$ cat src/hdl/ilb_pkg.sv
// Shared types and constants for the interrupt load balancer.
package ilb_pkg;

  localparam int COUNT_W     = 64;

  localparam logic [COUNT_W-1:0] COUNT_ALL_ONES = 64'hFFFF_FFFF_FFFF_FFFF;
  localparam logic [COUNT_W-1:0] COUNT_NEAR_TOP = 64'hFFFF_FFFF_FFFF_FFFE;

  localparam int CFG_IDX_W  = 2;
  localparam int CFG_DATA_W = 5;

  localparam logic [CFG_IDX_W-1:0] CFG_BALANCE_EN = 2'd0;
  localparam logic [CFG_IDX_W-1:0] CFG_SYM_IO     = 2'd1;
  localparam logic [CFG_IDX_W-1:0] CFG_ACT_CORES  = 2'd2;

  localparam int CORE_ID_W = 4;
  localparam int IRQ_W     = 5;

  typedef enum logic [2:0] {
    ST_INIT,
    ST_IDLE,
    ST_READ,
    ST_INC,
    ST_SCAN,
    ST_CLEAR,
    ST_DONE
  } state_t;

  typedef struct packed {
    logic sweep;
    logic load;
    logic inc;
    logic scan_step;
    logic route_set;
    logic clr_step;
  } cmd_t;

  typedef struct packed {
    logic sweep_done;
    logic in_range;
    logic balance_en;
    logic mod_hit;
    logic scan_done;
    logic wipe;
    logic clr_last;
  } sts_t;

endpackage

$ cat src/hdl/ilb_ctrl.sv
// Sequencing state machine of the interrupt load balancer.
module ilb_ctrl
  import ilb_pkg::*;
(
  input  logic clk,
  input  logic rst,
  input  logic start,
  input  sts_t sts,
  output cmd_t cmd,
  output logic busy,
  output logic done
);

  state_t state, state_next;

  always_ff @(posedge clk) begin
    if (rst) begin
      state <= ST_INIT;
    end else begin
      state <= state_next;
    end
  end

  always_comb begin
    state_next = state;
    cmd        = '0;
    busy       = 1'b1;
    done       = 1'b0;
    case (state)
      ST_INIT: begin
        cmd.sweep = 1'b1;
        if (sts.sweep_done) state_next = ST_IDLE;
      end
      ST_IDLE: begin
        busy = 1'b0;
        if (start) begin
          cmd.load   = 1'b1;
          state_next = ST_READ;
        end
      end
      ST_READ: begin
        state_next = sts.in_range ? ST_INC : ST_DONE;
      end
      ST_INC: begin
        cmd.inc    = 1'b1;
        state_next = (sts.balance_en && sts.mod_hit) ? ST_SCAN : ST_DONE;
      end
      ST_SCAN: begin
        if (sts.scan_done) begin
          cmd.route_set = 1'b1;
          state_next    = sts.wipe ? ST_CLEAR : ST_DONE;
        end else begin
          cmd.scan_step = 1'b1;
        end
      end
      ST_CLEAR: begin
        cmd.clr_step = 1'b1;
        if (sts.clr_last) state_next = ST_DONE;
      end
      ST_DONE: begin
        done       = 1'b1;
        state_next = ST_IDLE;
      end
      default: begin
        state_next = ST_IDLE;
      end
    endcase
  end

endmodule

$ cat config.mk
export PLATFORM = sky130hd
export DESIGN_NAME = ilb_ctrl
export DESIGN_NICKNAME = d
export VERILOG_FILES = /design/src/hdl/ilb_pkg.sv /design/src/hdl/ilb_ctrl.sv
export SDC_FILE = /design/constraint.sdc
export NUM_CORES = 1
export LEC_CHECK = 0
export ABC_AREA = 1
export ABC_CLOCK_PERIOD_IN_PS = 1500
export BUFFER_PORTS_ARGS = -buffer_cell sky130_fd_sc_hd__buf_2
export CAP_MARGIN = 0
export CELL_PAD_IN_SITES_DETAIL_PLACEMENT = 0
export CELL_PAD_IN_SITES_GLOBAL_PLACEMENT = 2
export CORE_MARGIN = 2
export CORE_UTILIZATION = 18
export DETAILED_ROUTE_END_ITERATION = 8
export GPL_ROUTABILITY_DRIVEN = 0
export PLACE_DENSITY_LB_ADDON = 0.2
export SKIP_CTS_REPAIR_TIMING = 1
export SLEW_MARGIN = 40
export SYNTH_ARGS = -nofsm -noshare
export SYNTH_HDL_FRONTEND = slang
export SYNTH_SLANG_ARGS = --single-unit
$ cat constraint.sdc
create_clock -name clk -period 1.5 [get_ports clk]
set_input_delay 0.075 -clock clk [delete_from_list [all_inputs] [get_ports clk]]
set_output_delay 0.075 -clock clk [all_outputs]
set_load 0.02 [all_outputs]
# Word level (Yosys, flattened, before mapping)
# Cells that the tools add are included.
[totals]
output_inout_bits = 8
inputBits = 10
word_cells = 32
register_bits = 3
[classes]
eq_ne = 10
n_reduce_logical = 3
mux = 18
[op_table]
columns = ["operator", "n"]
rows = [
  ["$pmux 3 s6", 1],
  ["$mux 3", 5],
  ["$eq 3x3->1 const B", 3],
  ["$mux 1", 9],
  ["$ne 2x2->1 const B", 4],
  ["$eq 3x2->1 const B", 2],
  ["$mux 2", 3],
  ["$reduce_and 4->1", 1],
  ["$eq 3x1->1 const B", 1],
  ["$logic_not 3->1", 1],
  ["$logic_and 1x1->1", 1],
]

# Longest topological paths before layout
[depth]
depth_word = 3
mapped_depth = 7
mapped_depth_nobuf = 7

# Least setup slack after synthesis
# No wires, ideal clock.
[synth_timing]
path_kind = "register to output"
startpoint = "reg state[2]"
endpoint = "out cmd[1] (netlist bit)"
n_path_buf = 1
path_stages_with_launch = 4
required_ns = 1.425
slack_ns = 0.215
arrival_time_ns = 1.210
cell_sequence = "dfxtp_1 > buf_4 > inv_1 > nor4_1"
[synth_lines]
columns = ["element", "line", "rtl"]
rows = [
  ["start: declaration", "ilb_ctrl.sv:14", "state_t state, state_next;"],
  ["start signal: assignment", "ilb_ctrl.sv:20", "state <= state_next;"],
  ["end: declaration", "ilb_ctrl.sv:9", "output cmd_t cmd,"],
]

==> impl_metrics.env <==
export IMPL_num_vias=348
export IMPL_synth_cell_type_count=14
export IMPL_dieArea_sq_mm=0.00188
export IMPL_post_dp_hpwl_um=628
export IMPL_period_share_pct=89.9
export IMPL_top_register="state"
export IMPL_area_growth_pct=44.8
export IMPL_ys_seq_area_share_pct=21.5
export IMPL_clockRootBuffer="clkbuf_4"
export IMPL_drt_iter0_markers=3
export IMPL_fin_crit_ns=1.35
export IMPL_final_setup_viol_count=0
export IMPL_pin_count=18
export IMPL_grt_setup_unrepaired="false"
export IMPL_postSynthNetCount=60
export IMPL_core_area_sq_mm=0.00147
export IMPL_grt_pass1_vias=284
export IMPL_reg_top3="state x3"
export IMPL_die_x_um=43.4
export IMPL_vias_per_cell=4.05
export IMPL_numClockSinks=3
export IMPL_setup_worst_path_class="register to output port"
export IMPL_port_buffers=17
export IMPL_antenna_found_initial=0
export IMPL_track_usage_pct=8.41
export IMPL_grt_overflow=0
export IMPL_path_clk_slew_ns=0.04
export IMPL_cts_buffers=3
export IMPL_grt_max_degree=10
export IMPL_synth_area_leader_cell="dfxtp_1"
export IMPL_fin_util_pct=27.5
export IMPL_relSlewSlack_pct=79.9
export IMPL_power_uw=644
export IMPL_hold_viol=0
export IMPL_cp_max_fo=7
export IMPL_h_tree_depth=1
export IMPL_rows=14
export IMPL_p_per_area_mw_per_mm2=1590
export IMPL_syn_mean_instance_area_sq_um=5.58
export IMPL_worstHoldPathType="input port to register"
export IMPL_tightest_slew_ns=0.301
export IMPL_drc=0
export IMPL_wire_per_inst_um=9.03
export IMPL_grt_pass1_wl_mm=1.21
export IMPL_ant_nets=0
export IMPL_finClkSkew_ns=0.00686
export IMPL_cp_arrival_ns=1.27
export IMPL_maxSlewViolCount=0
export IMPL_layout_commonest_cell="buf_2"
export IMPL_syn_inst=50
export IMPL_clock_path_buffers=2
export IMPL_cp_end_kind="output port"
export IMPL_start_util_pct=19.0
export IMPL_die_h_um=43.4
export IMPL_p_leak_uw=0.000243
export IMPL_max_freq_ghz=0.741
export IMPL_critPathLaunchType="register"
export IMPL_syn_area_sq_um=279
export IMPL_final_cell_mix="buf_2, inv_1, nor2_1, nand2_1, nand3_1"
export IMPL_ir_worst_vdd_mv=0.323
export IMPL_setup_tns_ns=0
export IMPL_ys_ff_latch=3
export IMPL_drive_gt1_share_pct=35.7
export IMPL_antenna_cells=0
export IMPL_totalWireLength_um=777
export IMPL_ys_warn_count=0
export IMPL_largest_reg_flops=3
export IMPL_crit_required_ns=1.42
export IMPL_synthTopCellsByArea="dfxtp_1, inv_1, nand2_1"
export IMPL_synth_top_area_share_pct=21.5
export IMPL_drt_pass1_iterations=4
export IMPL_nNetsFinal=81
export IMPL_clk_latency_ns=0.23
export IMPL_outcome="finished clean"
export IMPL_cts_tree="built"
export IMPL_cap_violations=0
-- worst max-delay path, cell delays in order, from the launching register on --
cell	delay (ns)
dfxtp_1	0.48
inv_1	0.12
nor2_2	0.13
nand2_1	0.07
nor2_1	0.08
buf_2	0.16
-- kinds of logic (layout without fill, tap and decap cells) --
group	after synthesis	in the layout	share of synthesized area (%)
compound gates	2	2	3.58
flops	3	3	21.5
simple gates	33	33	57.4
buf+inv	12	32	17.5
-- synth_stat cells --
| cell | count |
|---|---|
| nand3_1 | 4 |
| dfxtp_1 | 3 |
| nor2_1 | 10 |
| nand3b_1 | 2 |
| nor2_2 | 2 |
| nand4_1 | 1 |
| buf_4 | 1 |
| nand2_1 | 10 |
| nor4_1 | 1 |
| o21ai_0 | 1 |
| nand3_2 | 2 |
| inv_1 | 11 |
| a21oi_1 | 1 |
| nor3_1 | 1 |
-- stage by stage --
stage          hold slack [ns]  cells  worst slack (ns)  instance area (sq um)
3_5_place_dp             0.277     82             0.314                    377
3_3_place_gp             0.271     82             0.337                    377
2_1_floorplan            0.147     50             0.215                    279
4_1_cts                 0.0318     86            0.0439                    403
6_report                0.0221     86             0.151                    404
5_1_grt                 0.0405     86            0.0644                    404
-- path summary, 6_finish.rpt --
path	slack [ns]	depth (start not counted)	to	startpoint
setup / recovery	0.15	5	cmd[4]	state[0]
hold / removal	0.02	2	state[2]	rst
setup reg to reg	0.38	7	state[1]	state[0]
hold reg to reg	0.60	2	state[2]	state[2]
-- where the power goes --
group / internal (uW) / switching (uW) / leakage, uW / total (uW)
Combinational: 118 / 223 / 0.000203 / 341
Sequential: 106 / 55.0 / 0.0000251 / 161
Clock: 99.7 / 42.1 / 0.0000150 / 142
Total: 324 / 320 / 0.000243 / 644
-- cell type report --
cell class / instances / area [sq um]
multi-input combinational: 35 / 170
fill: 194 / 1070
inverter: 11 / 41.3
clock buffer: 4 / 26.3
tap: 16 / 20.0
timing repair buffer: 17 / 85.1
sequential: 3 / 61.3
-- per-layer routing --
layer	up-vias	global-route usage [%]	share of wire, %
met5	-	0	0
met1	138	12.6	50
met3	0	1.25	6.7
met4	0	1.82	0
li1	198	-	-
met2	12	12.8	43
No activity file was read; power rests on OpenSTA's default activity.
